===== src/design/tlsrd_pkg.sv =====
// shared types and constants of the tls record deframer
`timescale 1ns / 1ps
package tlsrd_pkg;

  // result status codes
  localparam logic [2:0] ST_HDR_BYTE   = 3'd0;
  localparam logic [2:0] ST_HDR_OK     = 3'd1;
  localparam logic [2:0] ST_HDR_REJECT = 3'd2;
  localparam logic [2:0] ST_PAYLOAD    = 3'd3;
  localparam logic [2:0] ST_DISCARD    = 3'd4;

  // configuration register indexes
  localparam logic [1:0] CFG_TYPE_MIN   = 2'd0;
  localparam logic [1:0] CFG_TYPE_MAX   = 2'd1;
  localparam logic [1:0] CFG_MAX_LENGTH = 2'd2;

  localparam logic [7:0]  TYPE_MIN_RESET   = 8'd20;
  localparam logic [7:0]  TYPE_MAX_RESET   = 8'd23;
  localparam logic [15:0] MAX_LENGTH_RESET = 16'd16384;

  localparam logic [7:0] TLS_MAJOR     = 8'd3;
  localparam logic [7:0] TLS_MINOR_MAX = 8'd3;
  // index of the last header byte (header is five bytes)
  localparam logic [2:0] HDR_LAST_IDX  = 3'd4;

  typedef struct packed {
    logic [7:0]  rec_type;
    logic [7:0]  major;
    logic [7:0]  minor;
    logic [15:0] length;
  } hdr_t;

  typedef struct packed {
    logic [7:0]  type_min;
    logic [7:0]  type_max;
    logic [15:0] max_length;
  } cfg_t;

endpackage


===== src/design/tlsrd_if.sv =====
// stream interfaces for the byte input and the result output
`timescale 1ns / 1ps
interface tlsrd_in_if;
  logic       valid;
  logic       ready;
  logic [7:0] data_byte;

  modport source (output valid, output data_byte, input ready);
  modport sink (input valid, input data_byte, output ready);
endinterface

interface tlsrd_out_if;
  logic        valid;
  logic        ready;
  logic [2:0]  status;
  logic [7:0]  payload_byte;
  logic [7:0]  record_type;
  logic [7:0]  version_major;
  logic [7:0]  version_minor;
  logic [15:0] record_length;
  logic        first_of_record;
  logic        last_of_record;

  modport source (
    output valid, output status, output payload_byte, output record_type,
    output version_major, output version_minor, output record_length,
    output first_of_record, output last_of_record, input ready
  );
  modport sink (
    input valid, input status, input payload_byte, input record_type,
    input version_major, input version_minor, input record_length,
    input first_of_record, input last_of_record, output ready
  );
endinterface


===== src/design/tlsrd_hdr_check.sv =====
// record header validity check against the configured bounds
`timescale 1ns / 1ps
module tlsrd_hdr_check
  import tlsrd_pkg::*;
(
  input  hdr_t hdr,
  input  cfg_t cfg,
  output logic ok
);

  logic type_ok;
  logic version_ok;
  logic length_ok;

  always_comb begin
    type_ok    = (hdr.rec_type >= cfg.type_min) && (hdr.rec_type <= cfg.type_max);
    version_ok = (hdr.major == TLS_MAJOR) && (hdr.minor <= TLS_MINOR_MAX);
    length_ok  = (hdr.length != 16'd0) && (hdr.length <= cfg.max_length);
    ok         = type_ok && version_ok && length_ok;
  end

endmodule


===== src/design/tls_record_deframer_core.sv =====
// top level of the tls record deframer: header parse, check and payload tagging
`timescale 1ns / 1ps
// each input transfer's result is registered in the output register, visible the cycle after the transfer
// throughput: one byte per cycle while the result side is ready; the header/payload state updates in the same
//   cycle the byte is taken, so only output back-pressure limits back-to-back transfers
// input ready stays high while the output register is empty or being drained
// reset (rst, synchronous, active high): header collection, counters cleared,
//   output register empty, configuration back to 20 / 23 / 16384
module tls_record_deframer_core
  import tlsrd_pkg::*;
(
  input  logic         clk,
  input  logic         rst,
  input  logic         cfg_we,
  input  logic [1:0]   cfg_index,
  input  logic [15:0]  cfg_data,
  tlsrd_in_if.sink     stream,
  tlsrd_out_if.source  result
);

  typedef enum logic [1:0] {
    PH_HEADER  = 2'd0,
    PH_PAYLOAD = 2'd1,
    PH_CORRUPT = 2'd2
  } phase_t;

  // configuration registers
  cfg_t cfg;

  // parse state
  phase_t      phase;
  logic [2:0]  header_index;
  logic [7:0]  held_type;
  logic [7:0]  held_major;
  logic [7:0]  held_minor;
  logic [7:0]  length_high;
  logic [15:0] held_length;
  logic [15:0] bytes_remaining;

  // output register
  logic        out_valid;
  logic [2:0]  out_status;
  logic [7:0]  out_payload;
  hdr_t        out_hdr;
  logic        out_first;
  logic        out_last;

  logic  in_fire;
  logic  hdr_ok;
  hdr_t  hdr_cur;
  logic  first_now;
  logic  last_now;
  logic  hdr_done;

  // take a byte whenever the result register is free or draining this cycle
  assign stream.ready = !out_valid || result.ready;
  assign in_fire      = stream.valid && stream.ready;

  // header as it stands once the fifth byte arrives
  assign hdr_cur = '{rec_type: held_type, major: held_major, minor: held_minor,
                     length: {length_high, stream.data_byte}};
  assign hdr_done = (header_index == HDR_LAST_IDX);

  tlsrd_hdr_check u_hdr_check (
    .hdr (hdr_cur),
    .cfg (cfg),
    .ok  (hdr_ok)
  );

  assign first_now = (bytes_remaining == held_length);
  assign last_now  = (bytes_remaining <= 16'd1);

  // configuration writes; an unused index is dropped
  always_ff @(posedge clk) begin
    if (rst) begin
      cfg.type_min   <= TYPE_MIN_RESET;
      cfg.type_max   <= TYPE_MAX_RESET;
      cfg.max_length <= MAX_LENGTH_RESET;
    end else if (cfg_we) begin
      case (cfg_index)
        CFG_TYPE_MIN:   cfg.type_min   <= cfg_data[7:0];
        CFG_TYPE_MAX:   cfg.type_max   <= cfg_data[7:0];
        CFG_MAX_LENGTH: cfg.max_length <= cfg_data;
        default: ;
      endcase
    end
  end

  // parse state and result register
  always_ff @(posedge clk) begin
    if (rst) begin
      phase           <= PH_HEADER;
      header_index    <= 3'd0;
      held_type       <= 8'd0;
      held_major      <= 8'd0;
      held_minor      <= 8'd0;
      length_high     <= 8'd0;
      held_length     <= 16'd0;
      bytes_remaining <= 16'd0;
      out_valid       <= 1'b0;
    end else begin
      if (result.ready) begin
        out_valid <= 1'b0;
      end
      if (in_fire) begin
        out_valid   <= 1'b1;
        out_status  <= ST_DISCARD;
        out_payload <= 8'd0;
        out_hdr     <= '0;
        out_first   <= 1'b0;
        out_last    <= 1'b0;
        case (phase)
          PH_HEADER: begin
            case (header_index)
              3'd0: held_type   <= stream.data_byte;
              3'd1: held_major  <= stream.data_byte;
              3'd2: held_minor  <= stream.data_byte;
              3'd3: length_high <= stream.data_byte;
              default: ;
            endcase
            if (!hdr_done) begin
              header_index <= header_index + 3'd1;
              out_status   <= ST_HDR_BYTE;
            end else begin
              // fifth byte: header is complete, check it
              header_index <= 3'd0;
              held_length  <= hdr_cur.length;
              out_hdr      <= hdr_cur;
              if (hdr_ok) begin
                phase           <= PH_PAYLOAD;
                bytes_remaining <= hdr_cur.length;
                out_status      <= ST_HDR_OK;
              end else begin
                phase           <= PH_CORRUPT;
                bytes_remaining <= 16'd0;
                out_status      <= ST_HDR_REJECT;
              end
            end
          end
          PH_PAYLOAD: begin
            out_status  <= ST_PAYLOAD;
            out_payload <= stream.data_byte;
            out_hdr     <= '{rec_type: held_type, major: held_major,
                             minor: held_minor, length: held_length};
            out_first   <= first_now;
            out_last    <= last_now;
            if (last_now) begin
              bytes_remaining <= 16'd0;
              phase           <= PH_HEADER;
              header_index    <= 3'd0;
            end else begin
              bytes_remaining <= bytes_remaining - 16'd1;
            end
          end
          default: begin
            // corrupt stream: drop everything until reset
            phase <= PH_CORRUPT;
          end
        endcase
      end
    end
  end

  assign result.valid           = out_valid;
  assign result.status          = out_status;
  assign result.payload_byte    = out_payload;
  assign result.record_type     = out_hdr.rec_type;
  assign result.version_major   = out_hdr.major;
  assign result.version_minor   = out_hdr.minor;
  assign result.record_length   = out_hdr.length;
  assign result.first_of_record = out_first;
  assign result.last_of_record  = out_last;

`ifndef SYNTH
  // a discard result only appears once the stream has gone corrupt
  a_discard_corrupt: assert property (@(posedge clk) disable iff (rst)
    (out_valid && out_status == ST_DISCARD) |-> (phase == PH_CORRUPT))
    else $error("discard result outside corrupt phase");

  // inside a record there is always at least one byte left
  a_payload_count: assert property (@(posedge clk) disable iff (rst)
    (phase == PH_PAYLOAD) |-> (bytes_remaining != 16'd0))
    else $error("payload phase with zero bytes remaining");

  // a rejected header locks the parser into the corrupt phase
  a_reject_locks: assert property (@(posedge clk) disable iff (rst)
    (in_fire && phase == PH_HEADER && hdr_done && !hdr_ok) |=> (phase == PH_CORRUPT))
    else $error("rejected header did not enter corrupt phase");

  // header index never runs past the last header byte
  a_index_range: assert property (@(posedge clk) disable iff (rst)
    (header_index <= HDR_LAST_IDX))
    else $error("header index out of range");
`endif

endmodule

===== src/flat_wrapper.sv =====
// flat-port wrapper written by rule: the top's interface ports become plain ports
module tls_record_deframer_core_flat import tlsrd_pkg::*;
  (clk, rst, cfg_we, cfg_index, cfg_data, stream_valid, stream_data_byte, stream_ready, result_valid, result_status, result_payload_byte, result_record_type, result_version_major, result_version_minor, result_record_length, result_first_of_record, result_last_of_record, result_ready);
  tlsrd_in_if stream_i ();
  tlsrd_out_if result_i ();
  input  logic clk;
  input  logic rst;
  input  logic cfg_we;
  input  logic [1:0] cfg_index;
  input  logic [15:0] cfg_data;
  input wire logic [$bits(stream_i.valid)-1:0] stream_valid;
  input wire logic [$bits(stream_i.data_byte)-1:0] stream_data_byte;
  output wire logic [$bits(stream_i.ready)-1:0] stream_ready;
  output wire logic [$bits(result_i.valid)-1:0] result_valid;
  output wire logic [$bits(result_i.status)-1:0] result_status;
  output wire logic [$bits(result_i.payload_byte)-1:0] result_payload_byte;
  output wire logic [$bits(result_i.record_type)-1:0] result_record_type;
  output wire logic [$bits(result_i.version_major)-1:0] result_version_major;
  output wire logic [$bits(result_i.version_minor)-1:0] result_version_minor;
  output wire logic [$bits(result_i.record_length)-1:0] result_record_length;
  output wire logic [$bits(result_i.first_of_record)-1:0] result_first_of_record;
  output wire logic [$bits(result_i.last_of_record)-1:0] result_last_of_record;
  input wire logic [$bits(result_i.ready)-1:0] result_ready;
  assign stream_i.valid = stream_valid;
  assign stream_i.data_byte = stream_data_byte;
  assign stream_ready = stream_i.ready;
  assign result_valid = result_i.valid;
  assign result_status = result_i.status;
  assign result_payload_byte = result_i.payload_byte;
  assign result_record_type = result_i.record_type;
  assign result_version_major = result_i.version_major;
  assign result_version_minor = result_i.version_minor;
  assign result_record_length = result_i.record_length;
  assign result_first_of_record = result_i.first_of_record;
  assign result_last_of_record = result_i.last_of_record;
  assign result_i.ready = result_ready;
  tls_record_deframer_core u_core (.clk(clk), .rst(rst), .cfg_we(cfg_we), .cfg_index(cfg_index), .cfg_data(cfg_data), .stream(stream_i), .result(result_i));
endmodule

===== config.mk =====
export PLATFORM = sky130hd
export DESIGN_NAME = tls_record_deframer_core_flat
export DESIGN_NICKNAME = d
export VERILOG_FILES = /design/src/design/tlsrd_pkg.sv /design/src/design/tlsrd_if.sv /design/src/design/tlsrd_hdr_check.sv /design/src/design/tls_record_deframer_core.sv /design/src/flat_wrapper.sv
export SDC_FILE = /design/constraint.sdc
export NUM_CORES = 1
export LEC_CHECK = 0
export ABC_AREA = 0
export BUFFER_PORTS_ARGS = -buffer_cell sky130_fd_sc_hd__buf_2
export CAP_MARGIN = 20
export CORE_ASPECT_RATIO = 0.8
export CORE_MARGIN = 4
export CORE_UTILIZATION = 50
export CTS_BUF_LIST = sky130_fd_sc_hd__clkbuf_8
export CTS_CLUSTER_DIAMETER = 40
export DETAILED_ROUTE_END_ITERATION = 8
export PLACE_DENSITY = 0.73
export SLEW_MARGIN = 40
export SYNTH_ARGS = -nofsm -noshare
export SYNTH_HDL_FRONTEND = slang
export SYNTH_HIERARCHICAL = 1
export SYNTH_SLANG_ARGS = --single-unit

===== constraint.sdc =====
create_clock -name clk -period 3.8 [get_ports clk]
set_clock_uncertainty 0.1 [all_clocks]
set_input_delay 0.19 -clock clk [delete_from_list [all_inputs] [get_ports clk]]
set_output_delay 0.19 -clock clk [all_outputs]
set_load 0.02 [all_outputs]

## After elaboration in Yosys (flattened, before gate mapping)

Index checks and enable logic that the tools add are counted.

- Equal/unequal tests: 11
- Bitwise operators: 1
- $lt $le $gt $ge: 5
- Multiplexer cells: 18
- Reductions and logical operators: 26
- $add $sub $neg: 2

Operator list:

| operator | number |
|---|---|
| one-hot mux 40 bit (2 select lines) | 1 |
| 2-to-1 mux 16 bit | 3 |
| 2-to-1 mux 40 bit | 1 |
| one-hot mux 16 bit (2 select lines) | 1 |
| AND reduction 3 bit | 8 |
| equality test 16 bit | 1 |
| <= comparator 16 x 1 -> 1 bit (second input constant) | 1 |
| <= comparator 16 bit | 1 |
| nonzero test 16 bit | 1 |
| subtractor 16 x 1 -> 16 bit (second input constant) | 1 |
| one-hot mux 3 bit (2 select lines) | 2 |
| 2-to-1 mux 3 bit | 3 |
| equality test 8 x 2 -> 1 bit (second input constant) | 1 |
| >= comparator 8 bit | 1 |
| <= comparator 8 x 2 -> 1 bit (second input constant) | 1 |
| <= comparator 8 bit | 1 |
| 2-to-1 mux 2 bit | 4 |
| AND reduction 2 bit | 4 |
| equality test 3 x 2 -> 1 bit (second input constant) | 2 |
| logical AND 1 bit | 6 |
| equality test 2 x 1 -> 1 bit (second input constant) | 2 |
| logical NOT 2 bit | 2 |
| != test 2 x 1 -> 1 bit (second input constant) | 2 |
| one-hot mux 2 bit (2 select lines) | 1 |
| 10 further kinds | 12 |

- Bits of input ports: 31
- Register bits after elaboration: 155
- Word-level logic and storage cells: 83

## Logic depth before layout (Yosys ltp)

Gate-level depths: netlist (run 1).

- Depth in word-level cells: 7
- Mapped depth: 13

## Modules after synthesis

The synthesis (run 1) kept the hierarchy.

By module, submodules not included:

| module | area each (sq um) | seq. area each (sq um) | instances | cells an instance |
|---|---|---|---|---|
| tls_record_deframer_core | 6528.8 | 3633.5 | 1 | 675 |
| tlsrd_hdr_check | 857.1 | 0.0 | 1 | 119 |

## Worst setup path after synthesis (run 1)

Ideal clock, no wire load.

- Path type: flip-flop to flip-flop
- From: register u_core.out_valid, in the netlist u_core/result.valid
- To: register u_core.out_first, in the netlist u_core/result.first_of_record, enable pin
- Setup slack: 48 ps
- Arrival time: 3188 ps
- Cell stages (with the launch flop): 6
- Required time: 3236 ps
- Library setup time: 464 ps
- Period minus slack after synthesis: 3752 ps
- Buffers on the path: 1
- Cells stage by stage: dfxtp_1 -> nor2b_1 -> buf_2 -> inv_1 -> nand2_1 -> nor2_1

- Word-level cells in the longest chain between the ends: 4

RTL lines:

| item | line | RTL |
|---|---|---|
| start: declaration | tls_record_deframer_core.sv:41 | `logic out_valid;` |
| start signal: assignment | tls_record_deframer_core.sv:100 | `out_valid <= 1'b0;` |
| start signal: assignment | tls_record_deframer_core.sv:103 | `out_valid <= 1'b0;` |
| start signal: assignment | tls_record_deframer_core.sv:106 | `out_valid <= 1'b1;` |
| logical NOT 1 bit | tls_record_deframer_core.sv:56 | `assign stream.ready = !out_valid \|\| result.ready;` |
| logical OR 1 bit | tls_record_deframer_core.sv:56 |  |
| via stream_ready | flat_wrapper.sv:13 | `output wire logic [$bits(stream_i.ready)-1:0] stream_ready;` |
| logical AND 1 bit | tls_record_deframer_core.sv:57 | `assign in_fire = stream.valid && stream.ready;` |
| AND reduction 2 bit (no source line) | -- |  |
| end signal: assignment | tls_record_deframer_core.sv:145 | `out_first <= first_now;` |
| end: declaration | tls_record_deframer_core.sv:45 | `logic out_first;` |

The timed path passes the listed nets, and every way through them passes these cells.
A chain may end at the register's enable or synchronous reset.

## Worst setup path after layout (run 1)

- From: input stream_data_byte[1]
- To: register u_core.bytes_remaining[0]

- Word-level cells in the longest chain between the ends: 6

RTL lines:

| item | line | RTL |
|---|---|---|
| start: declaration | flat_wrapper.sv:12 | `input wire logic [$bits(stream_i.data_byte)-1:0] stream_data_byte;` |
| <= comparator 16 bit / nonzero test 16 bit (equally long branches) | tlsrd_hdr_check.sv:18 | `length_ok = (hdr.length != 16'd0) && (hdr.length <= cfg.max_length);` |
| logical AND 1 bit * | tlsrd_hdr_check.sv:18 |  |
| logical AND 1 bit * | tlsrd_hdr_check.sv:19 | `ok = type_ok && version_ok && length_ok;` |
| via u_core.hdr_ok | tls_record_deframer_core.sv:49 | `logic hdr_ok;` |
| 2-to-1 mux 16 bit * | tls_record_deframer_core.sv:129 | `if (hdr_ok) begin` |
| 2-to-1 mux 16 bit * | tls_record_deframer_core.sv:121 | `if (!hdr_done) begin` |
| one-hot mux 16 bit (2 select lines) * | tls_record_deframer_core.sv:112 | `case (phase)` |
| end signal: assignment | tls_record_deframer_core.sv:131 | `bytes_remaining <= hdr_cur.length;` |
| end signal: assignment | tls_record_deframer_core.sv:152 | `bytes_remaining <= bytes_remaining - 16'd1;` |
| end: declaration | tls_record_deframer_core.sv:38 | `logic [15:0] bytes_remaining;` |

Mark *: on every way through the listed nets, which the timed path passes. The rest lies on a longest branch. The select of a mux whose other input is x is not followed.

==> qor.yml, run 1 <==
pwr:
  internal_power_mw: 2.41
  p_clk_share_pct: 36.6
  p_comb_share_pct: 9.2
  ir_drop_mv: 0.305
  switching_share_pct: 26.6
  p_switching_mw: 0.876
  p_leak_nw: 3.39
  power_density_nw_per_um2: 388
  fin_total_pwr_mw: 3.29
  seqPwrFrac_pct: 54.2
synth:
  synth.top_cell.area_share_pct: 27.6
  avgSynthCellArea_sq_um: 9.30
  syn-num-nets: 864
  synthTopCellsByArea: "dfxtp_1 (28%), edfxtp_1 (22%), ha_1 (6.6%), nand2_1 (6.4%), a21oi_1 (5.8%)"
  synth-main-ff-cell: "dfxtp_1"
  ys_seq_area_share_pct: 49.2
  yosysWarnings: 6
  ys_types: 60
  syn_inst: 794
  synth_area_sq_um: 7390
  ys_seq_elements: 155
  synth_edf_count: 53
  async_flop_share_pct: 0
  synth_area_leader_cell: "dfxtp_1"
layout:
  fin_nets: 942
  area_delta_synth_final_pct: 14.7
  fin_util_pct: 58.8
  fin_area_sq_um: 8470
  drive_gt1_share_pct: 16.5
  n_antenna_cell: 0
  final_cells: 1069
  layout_commonest_cell: "nand2_1"
  mostFrequentLayoutCells: "nand2_1 (125), dfxtp_1 (102), a21oi_1 (86)"
die:
  die_area_sq_um: 16800
  initial_core_util_pct: 51.3
  rows: 39
  core_area_sq_um: 14400
  die_height_um: 117
  die_x_um: 144
  top_level_ports: 86
cts:
  clkSlewWorstSetupHoldPaths_ns: 0.09
  clk_latency_ns: 0.45
  cts_sinks: 155
  clk_path_buf_depth: 2
  tritoncts: "yes"
  cts_resized: 0
  numCtsBuffers: 17
  h-tree-depth: 4
  root_buffer: "clkbuf_8"
job:
  cap_violations: 0
worst_setup_path:
  reg2regPathDepth: 12
  required_ns: 4.06
  r2r_slack_ns: 0.91
  worst-path-max-fanout: 15
  worstSetupEndpointType: "flip-flop"
  arrival_ns: 3.18
  critPathKind: "input pin to flip-flop"
  reg2reg_to: "u_core/bytes_remaining[0]"
  critPathLaunchType: "input pin"
  r2r_start: "u_core/held_type[7]"
detailed_routing:
  wl_per_cell_um: 17.1
  drcViolationCount: 0
  drtIter0Drc: 527
  num_vias: 6033
  wl_um: 18300
  drtPass1Iterations: 5
  antenna_left: 0
  routed_via_density: 5.64
outcome:
  outcome: "finished clean"
placed_design:
  port_buffers: 85
  dpl-instance-area_sq_um: 7890
  dp_hpwl_um: 12500
  place_inst: 1017
  globalplace.congestion: 0.870
  place_ws_ns: 1.00
timing:
  tns_ns: 0
  rsz0062_at_grt: "false"
  finalCritPeriodShare_pct: 76.9
  worstMarginPinSlew_ns: 0.731
  maxSlewViolCount: 0
  clock.fmax_mhz: 342
  relSlewSlack_pct: 51.3
  setup_viol: 0
  hold_viol_final: 0
  post-route-min-period_ns: 2.92
  setup_slack_ns: 0.877
  hold_slack_ns: 0.0353
worst_hold_path:
  worstHoldStart: "stream_data_byte[6]"
  min_path_type: "input pin to flip-flop"
  worstHoldPathCells: 3
  min_to: "u_core/held_length[6]"
grt:
  grt_antenna_before_repair: 0
  grt_pass1_vias: 5567
  grt_pass1_wl_um: 29200
  grt.overflow.total: 0
  grt_max_degree: 54
  grt_use_total_pct: 22.3
==> timing repair <==
| action | CTS | global route |
|---|---|---|
| buffers inserted | 0 | 0 |
| hold endpoints to repair | 34 | 0 |
| hold buffers | 19 | 0 |
==> Yosys cell counts, types with 6 or more instances <==
cell type  count
and2_1        33
a31oi_1        8
ha_1          39
edfxtp_1      53
mux2i_1       10
o21ai_0        9
buf_2         11
xor2_1        16
dfxtp_1      102
nor3_1        10
a211o_1        6
a22o_1        16
o31ai_1        7
nand3_1       42
a21oi_1       86
nor2_1        33
inv_1         49
nand2_1      125
nor4_1        15
nand4_1       10
clkbuf_1      38
==> worst max path at each step <==
stage / to / from / slack (ns) / cells past startpoint
CTS: u_core/bytes_remaining[0] / stream_data_byte[1] / 0.94 / 14
finish: u_core/bytes_remaining[0] / stream_data_byte[1] / 0.88 / 14
global placement: u_core/bytes_remaining[0] / u_core/cfg[31] / 1.11 / 13
detailed placement: u_core/bytes_remaining[0] / u_core/held_type[7] / 1.00 / 12
global route: u_core/bytes_remaining[14] / u_core/held_type[7] / 0.71 / 12
floorplan: u_core/result.first_of_record / u_core/result.valid / 0.05 / 5
==> flip-flops by register name, summed over array words and instances, names as in the netlist, 8 cells and up <==
signal,flops
u_core/held_length,16
u_core/length_high,8
u_core/held_major,8
u_core/result.payload_byte,8
u_core/result.record_type,8
u_core/result.record_length,16
u_core/bytes_remaining,16
u_core/result.version_minor,8
u_core/held_type,8
u_core/cfg,32
u_core/result.version_major,8
u_core/held_minor,8
==> per-layer routing <==
metal / up-vias / GRT usage, % / share of wire [%]
met5: - / 0 / 0
met4: 0 / 5.40 / 1.4
met3: 23 / 6.59 / 9.1
met2: 249 / 31.9 / 41
met1: 2805 / 33.0 / 48
li1: 2956 / - / -
==> power groups by stage <==
| stage | logic, mW | registers (mW) | clock network, mW |
|---|---|---|---|
| floorplan | 0.166 | 1.84 | 0 |
| global placement | 0.278 | 1.82 | 0 |
| detailed placement | 0.282 | 1.82 | 0 |
| CTS | 0.298 | 1.78 | 1.22 |
| global route | 0.335 | 1.79 | 1.31 |
| finish | 0.302 | 1.78 | 1.20 |
==> kinds of logic after synthesis <==
group	share of synthesized area, %
fa+ha+maj	6.61
flops	49.2
compound gates	14.4
buf+inv	5.73
xor+xnor	2.02
simple gates	20.5
mux	1.51
==> layout make-up <==
class | count | area [sq um]
fillers | 1241 | 5920
flip-flops and latches | 155 | 3630
multi-input cells | 534 | 3340
repair buffers | 115 | 698
clock buffers | 18 | 248
well taps | 184 | 230
inverters | 49 | 184
clock inverters | 14 | 134
==> critical path: stages <==
cell and delay, ns:
dlygate4sd3_1 0.52, buf_2 0.25, ha_1 0.29, nor2b_4 0.13, o211ai_2 0.13, a21oi_1 0.09, o31ai_1 0.24, o211ai_1 0.12
a21oi_1 0.40, inv_1 0.11, nor2_1 0.12, buf_4 0.23, a221oi_1 0.11, a211oi_1 0.25
No activity file was read; power rests on OpenSTA's default activity.
==> run 2, diff against run 1 <==
--- a/config.mk
+++ b/config.mk
@@ -5,7 +5,7 @@
 export SDC_FILE = /design/constraint.sdc
 export NUM_CORES = 1
 export LEC_CHECK = 0
-export ABC_AREA = 0
+export ABC_AREA = 1
 export BUFFER_PORTS_ARGS = -buffer_cell sky130_fd_sc_hd__buf_2
 export CAP_MARGIN = 20
 export CORE_ASPECT_RATIO = 0.8
==> constraint.sdc (replaced) <==
create_clock -name clk -period 2.7 [get_ports clk]
set_clock_uncertainty 0.1 [all_clocks]
set_input_delay 0.135 -clock clk [delete_from_list [all_inputs] [get_ports clk]]
set_output_delay 0.135 -clock clk [all_outputs]
set_load 0.02 [all_outputs]
==> qor.yml, run 2 <==
timing:
  hold_viol_final: 0  # unchanged
  post-route-min-period_ns: 2.30
  maxSlewViolCount: 0  # unchanged
  clock.fmax_mhz: 435
  finalCritPeriodShare_pct: 85.2
  rsz0062_at_grt: "false"
  relSlewSlack_pct: 62.6  # +11 points
  worstMarginPinSlew_ns: 0.561  # -0.170 ns
  tns_ns: 0  # unchanged
  setup_viol: 0  # unchanged
pwr:
  p_leak_nw: 3.77  # +11%
  fin_total_pwr_mw: 5.22  # +59%
  power_density_nw_per_um2: 599  # +54%
  ir_drop_mv: 0.358  # +17%
placed_design:
  dp_hpwl_um: 13400  # +7.4%
  port_buffers: 85  # unchanged
  globalplace.congestion: 0.997  # +15%
  dpl-instance-area_sq_um: 8030  # +1.7%
worst_hold_path:
  worstHoldStart: "cfg_index[1]"
  min_path_type: "input pin to flip-flop"
synth:
  synthTopCellsByCount: "nor2_1 (140), inv_1 (114), nand2_1 (107)"
  avgSynthCellArea_sq_um: 8.31  # -11%
  ys_types: 44  # -27%
  async_flop_share_pct: 0  # unchanged
  yosysMostFrequentCell: "nor2_1"
  yosysWarnings: 6  # unchanged
  synth_area_sq_um: 7420  # +0.51%
  synth-main-ff-cell: "dfxtp_1"
  syn_inst: 893  # +12%
  synth_area_leader_cell: "dfxtp_1"
  synth_edf_count: 53  # unchanged
  ys_seq_elements: 155  # unchanged
  syn-num-nets: 963  # +11%
  synthTopCellsByArea: "dfxtp_1 (28%), edfxtp_1 (21%), nor2_1 (7.1%), ha_1 (6.6%), o21ai_0 (5.9%)"
  synth.top_cell.area_share_pct: 27.5  # -0.14 points
  ys_seq_area_share_pct: 48.9  # -0.25 points
die:
  die_x_um: 144  # +0.24%
  initial_core_util_pct: 51.6  # +0.26 points
  rows: 39  # unchanged
  core_area_sq_um: 14400  # unchanged
  die_area_sq_um: 16900  # +0.48%
  top_level_ports: 86  # unchanged
  die_height_um: 117  # +0.24%
grt:
  grt_pass1_wl_um: 30700  # +5.1%
  grt_use_total_pct: 23.7  # +1.4 points
  grt_antenna_before_repair: 0  # unchanged
  grt_max_degree: 81  # +50%
  grt_pass1_vias: 5897  # +5.9%
  grt.overflow.total: 0  # unchanged
layout:
  fin_area_sq_um: 8710  # +2.8%
  n_antenna_cell: 0  # unchanged
  area_delta_synth_final_pct: 17.3
  drive_gt1_share_pct: 15.7  # -0.78 points
  top_register: "u_core/cfg"
  layout_commonest_cell: "nor2_1"
  fin_nets: 1075  # +14%
  largest_reg_flops: 32  # unchanged
  fin_util_pct: 60.5  # +1.7 points
  mostFrequentLayoutCells: "nor2_1 (139), inv_1 (113), nand2_1 (107)"
cts:
  root_buffer: "clkbuf_8"
  clk_path_buf_depth: 2  # unchanged
  clk_latency_ns: 0.47  # +0.02 ns
  h-tree-depth: 4  # unchanged
  clkSlewWorstSetupHoldPaths_ns: 0.10  # about the same
  numCtsBuffers: 17  # unchanged
  tritoncts: "yes"
  cts_resized: 0  # unchanged
  cts_sinks: 155  # unchanged
outcome:
  outcome: "finished clean"
detailed_routing:
  wl_um: 19400  # +6.1%
  routed_via_density: 5.34  # -5.4%
  drtIter0Drc: 676  # +28%
  num_vias: 6415  # +6.3%
  drcViolationCount: 0  # unchanged
  wl_per_cell_um: 16.1  # -5.7%
  antenna_left: 0  # unchanged
  drtPass1Iterations: 5  # unchanged
worst_setup_path:
  required_ns: 2.99  # -1.07 ns
  critPathKind: "flip-flop to flip-flop"
  critPathLaunchType: "flip-flop"
  arrival_ns: 2.59  # -0.59 ns
  worst-path-max-fanout: 6  # -9
  crit_start: "u_core/length_high[3]"
  r2r_start: "u_core/length_high[3]"
  worstSetupEndpointType: "flip-flop"
job:
  cap_violations: 0  # unchanged
==> run 2: cell types whose count changed after synthesis, moves of 10 or more <==
cell	delta
nand2_1	-18
o21ai_0	+78
nand3_1	-11
mux2i_1	-10
a22o_1	-12
nor2_1	+107
clkbuf_1	-22
and2_1	-33
inv_1	+65
nor4_1	-15
==> run 2: path summary, 6_finish.rpt <==
kind / endpoint / slack, ns / cells after the start
worst max-delay path: u_core/bytes_remaining[3] / 0.40 / 10
worst min-delay path: u_core/cfg[16] / 0.05 / 5
worst max register to register: u_core/bytes_remaining[3] / 0.40 / 10
worst min register to register: u_core/cfg[26] / 0.37 / 2
==> run 2: area by class of cell <==
| class | instances | area [sq um] |
|---|---|---|
| multi-input combinational | 582 | 3150 |
| clock buffer | 17 | 234 |
| timing repair buffer | 126 | 831 |
| clock inverter | 15 | 160 |
| fill | 1252 | 5680 |
| sequential | 155 | 3630 |
| inverter | 123 | 470 |
| tap | 184 | 230 |
==> run 2: cells by family (layout without fill, tap and decap cells) <==
logic type	after synthesis	count (layout)	share of synthesized area, %
XOR/XNOR	10	10	1.18
AO/OA/AOI/OAI	219	219	16.2
buffers and inverters	156	281	8.70
adder cells (fa/ha/maj)	39	39	6.57
AND/OR/NAND/NOR	314	314	18.4
flip-flops	155	155	48.9
==> run 2: repair_timing <==
item | in CTS | in global routing
endpoints found under the hold margin | 66 | 0
hold buffers | 29 | 0
setup buffers | 0 | 0
==> run 2: through the flow <==
step	setup WS, ns	instances	hold slack (ns)
2_1_floorplan	0.121	893	0.113
3_3_place_gp	0.535	1141	0.234
3_5_place_dp	0.492	1141	0.246
4_1_cts	0.447	1202	0.0225
5_1_grt	0.167	1202	0.0524
6_report	0.400	1202	0.0453
==> run 2: report_power, final <==
group | internal, mW | total [mW] | switching (mW)
logic | 0.304 | 0.847 | 0.543
registers | 2.52 | 2.61 | 0.0856
clock network | 0.833 | 1.76 | 0.928
==> run 2: metal layers <==
metal	wire length, um	global-route usage [%]
met3	1730	6.42
met5	0	0
met1	8850	33.1
met4	352	8.83
met2	8430	35.4
==> run 2: critical path, cell delays in order, from the launching register on <==
cell and delay (ns):
dfxtp_1 0.47, ha_1 0.31, a21oi_1 0.14, nand2_1 0.08, a21oi_1 0.14, a21oi_1 0.12, nor2_1 0.16, inv_1 0.11
nor2_1 0.34, a21oi_1 0.12, a21oi_1 0.15
==> run 3, diff against run 2 <==
--- a/config.mk
+++ b/config.mk
@@ -5,7 +5,6 @@
 export SDC_FILE = /design/constraint.sdc
 export NUM_CORES = 1
 export LEC_CHECK = 0
-export ABC_AREA = 1
 export BUFFER_PORTS_ARGS = -buffer_cell sky130_fd_sc_hd__buf_2
 export CAP_MARGIN = 20
 export CORE_ASPECT_RATIO = 0.8
==> qor.yml, run 3 (synthesis gave the netlist of run 1 again) <==
timing:
  hold_viol_final: 0  # unchanged
  maxSlewViolCount: 0  # unchanged
  tns_ns: 0  # unchanged
  clock.fmax_mhz: 400  # -8.1%
  post-route-min-period_ns: 2.50  # +0.202 ns
  worstMarginPinSlew_ns: 0.672  # +0.111 ns
  finalCritPeriodShare_pct: 92.7  # +7.5 points
  setup_viol: 0  # unchanged
  relSlewSlack_pct: 54.8  # -7.7 points
cts:
  h-tree-depth: 4  # unchanged
  tritoncts: "yes"
  clk_path_buf_depth: 2  # unchanged
  cts_sinks: 155  # unchanged
  root_buffer: "clkbuf_8"
  numCtsBuffers: 17  # unchanged
  clkSlewWorstSetupHoldPaths_ns: 0.08  # -0.02 ns
  clk_latency_ns: 0.44  # -0.03 ns
worst_setup_path:
  critPathTopFamily: "simple AND/OR/NAND/NOR gates"
  critPathLaunchType: "flip-flop"
  crit_chain: "inv_1 > ha_1 > nor2_1 > nor3b_2 > nand4_1 > a41oi_2 > nand4_1 > a21oi_2 > inv_1 > nor2_1 > buf_6 > nand3_1 > a31oi_1"
  r2r_start: "u_core/cfg[31]"
  crit_buf_inv: 3  # +2
  crit_start: "u_core/cfg[31]"
  reg2regPathDepth: 13  # +3
  r2r_slack_ns: 0.20  # -0.20 ns
  arrival_ns: 2.76  # +0.17 ns
  required_ns: 2.95  # -0.04 ns
  worstSetupEndpointType: "flip-flop"
  slowest_delay_ns: 0.34  # -0.13 ns
  cp_slowest_cell: "dfxtp_1"
  worst-path-max-fanout: 15  # +9
  reg2reg_to: "u_core/bytes_remaining[5]"
  critPathKind: "flip-flop to flip-flop"
grt:
  grt_max_degree: 57  # -30%
  grt.overflow.total: 0  # unchanged
  met2_usage_pct: 33.0  # -2.4 points
  grt_antenna_before_repair: 0  # unchanged
  met3_usage_pct: 4.79  # -1.6 points
  grt_most_used_layer: "met2"
  grt_pass1_vias: 5679  # -3.7%
  use_met1_pct: 32.6  # -0.56 points
  grt_pass1_wl_um: 29100  # -5.1%
  grt_use_total_pct: 22.0  # -1.6 points
detailed_routing:
  drtPass1Iterations: 5  # unchanged
  drtIter0Drc: 478  # -29%
  drcViolationCount: 0  # unchanged
  wl_um: 18300  # -5.7%
  num_vias: 6151  # -4.1%
  wl_per_cell_um: 16.7  # +3.6%
  routed_via_density: 5.62  # +5.4%
  antenna_left: 0  # unchanged
placed_design:
  port_buffers: 85  # unchanged
  globalplace.congestion: 0.933  # -6.4%
  dp_hpwl_um: 12600  # -6.5%
outcome:
  outcome: "finished clean"
layout:
  multiInputGateArea_sq_um: 3360  # +6.6%
  mostFrequentLayoutCells: "nand2_1 (125), dfxtp_1 (102), buf_2 (85), a21oi_1 (85), edfxtp_1 (53)"
  top_register: "u_core/cfg"
  fin_util_pct: 60.7  # +0.16 points
  n_antenna_cell: 0  # unchanged
  fin_nets: 967  # -10%
  largest_reg_flops: 32  # unchanged
  layout_commonest_cell: "nand2_1"
  register_area_sq_um: 3630  # unchanged
  fillers: 1215  # -3.0%
  area_delta_synth_final_pct: 18.2
  drive_gt1_share_pct: 18.8  # +3.1 points
worst_hold_path:
  min_path_type: "input pin to flip-flop"
  min_to: "u_core/result.valid"
  worstHoldPathCells: 5  # unchanged
  worstHoldStart: "result_ready"
die:
  die_x_um: 144  # -0.24%
  core_area_sq_um: 14400  # unchanged
  rows: 39  # unchanged
  initial_core_util_pct: 51.3  # -0.26 points
  top_level_ports: 86  # unchanged
  die_area_sq_um: 16800  # -0.48%
  die_height_um: 117  # -0.24%
pwr:
  p_leak_nw: 3.54  # -6.1%
  p_comb_share_pct: 9.5  # -6.7 points
  internal_power_mw: 3.51  # -4.2%
  p_clk_share_pct: 37.7  # +3.9 points
  power_density_nw_per_um2: 543  # -9.3%
  switching_share_pct: 26.0  # -3.8 points
  ir_drop_mv: 0.306  # -15%
  p_switching_mw: 1.23  # -21%
  seqPwrFrac_pct: 52.8  # +2.8 points
job:
  cap_violations: 0  # unchanged
==> run 3: cell count changes in the layout (fill, tap and decap cells not counted), moves of 12 or more <==
| cell | before | now |
|---|---|---|
| o21ai_0 | 87 | 9 |
| nor2_1 | 139 | 31 |
| nor4_1 | 0 | 15 |
| buf_4 | 10 | 30 |
| and2_1 | 0 | 33 |
| inv_1 | 113 | 50 |
| nand2_1 | 107 | 125 |
| a22o_1 | 4 | 16 |
==> run 3: stage by stage <==
stage / power [mW] / area, sq um / worst slack [ns] / hold slack (ns) / std cells
floorplan: 2.82 / 7390 / 0.100 / 0.153 / 794
global placement: 2.97 / 8070 / 0.188 / 0.260 / 1039
detailed placement: 2.98 / 8100 / 0.150 / 0.260 / 1041
CTS: 4.77 / 8710 / 0.0870 / 0.0399 / 1094
global route: 4.92 / 8730 / -0.00694 / 0.0528 / 1094
finish: 4.74 / 8730 / 0.198 / 0.0635 / 1094
==> run 3: cell type report <==
cell class,instances,area share [%]
sequential,155,41.6
multi-input combinational,534,38.5
timing repair buffer,140,10.6
clock buffer,18,2.84
tap,184,2.64
inverter,49,2.11
clock inverter,14,1.81
==> run 3: worst reg2reg max path: cells and delay by family (launching register included) <==
kind	cells	cell delay [ns]
compound gates	3	0.58
buf+inv	3	0.31
simple gates	6	0.81
flops	1	0.34
fa+ha+maj	1	0.27
==> run 3: repair_timing <==
item	in CTS	in global routing
setup endpoints to repair	0	15
gates resized for setup	0	4
buffers inserted	0	0
endpoints found under the hold margin	49	0
hold buffers	21	0
==> run 3: worst max path at each step <==
stage | to | slack [ns] | cells past startpoint
final | u_core/bytes_remaining[5] | 0.20 | 13
after global routing | u_core/bytes_remaining[14] | -0.007 | 13
after detailed placement | u_core/bytes_remaining[14] | 0.15 | 13
after global placement | u_core/bytes_remaining[14] | 0.19 | 13
after floorplan | u_core/bytes_remaining[13] | 0.10 | 13
after CTS | u_core/bytes_remaining[5] | 0.09 | 13
==> run 3: per-layer routing <==
layer / up-vias / share of wire [%]
met5: - / 0
met4: 0 / 1.1
met3: 20 / 8.0
met2: 244 / 43
met1: 2882 / 48
li1: 3005 / -
==> run 3: power groups by stage <==
stage | combinational, mW | clock (mW) | sequential (mW)
after floorplan | 0.235 | 0 | 2.59
after global placement | 0.411 | 0 | 2.56
after detailed placement | 0.421 | 0 | 2.56
after CTS | 0.446 | 1.82 | 2.51
after global routing | 0.496 | 1.91 | 2.51
final | 0.451 | 1.79 | 2.51
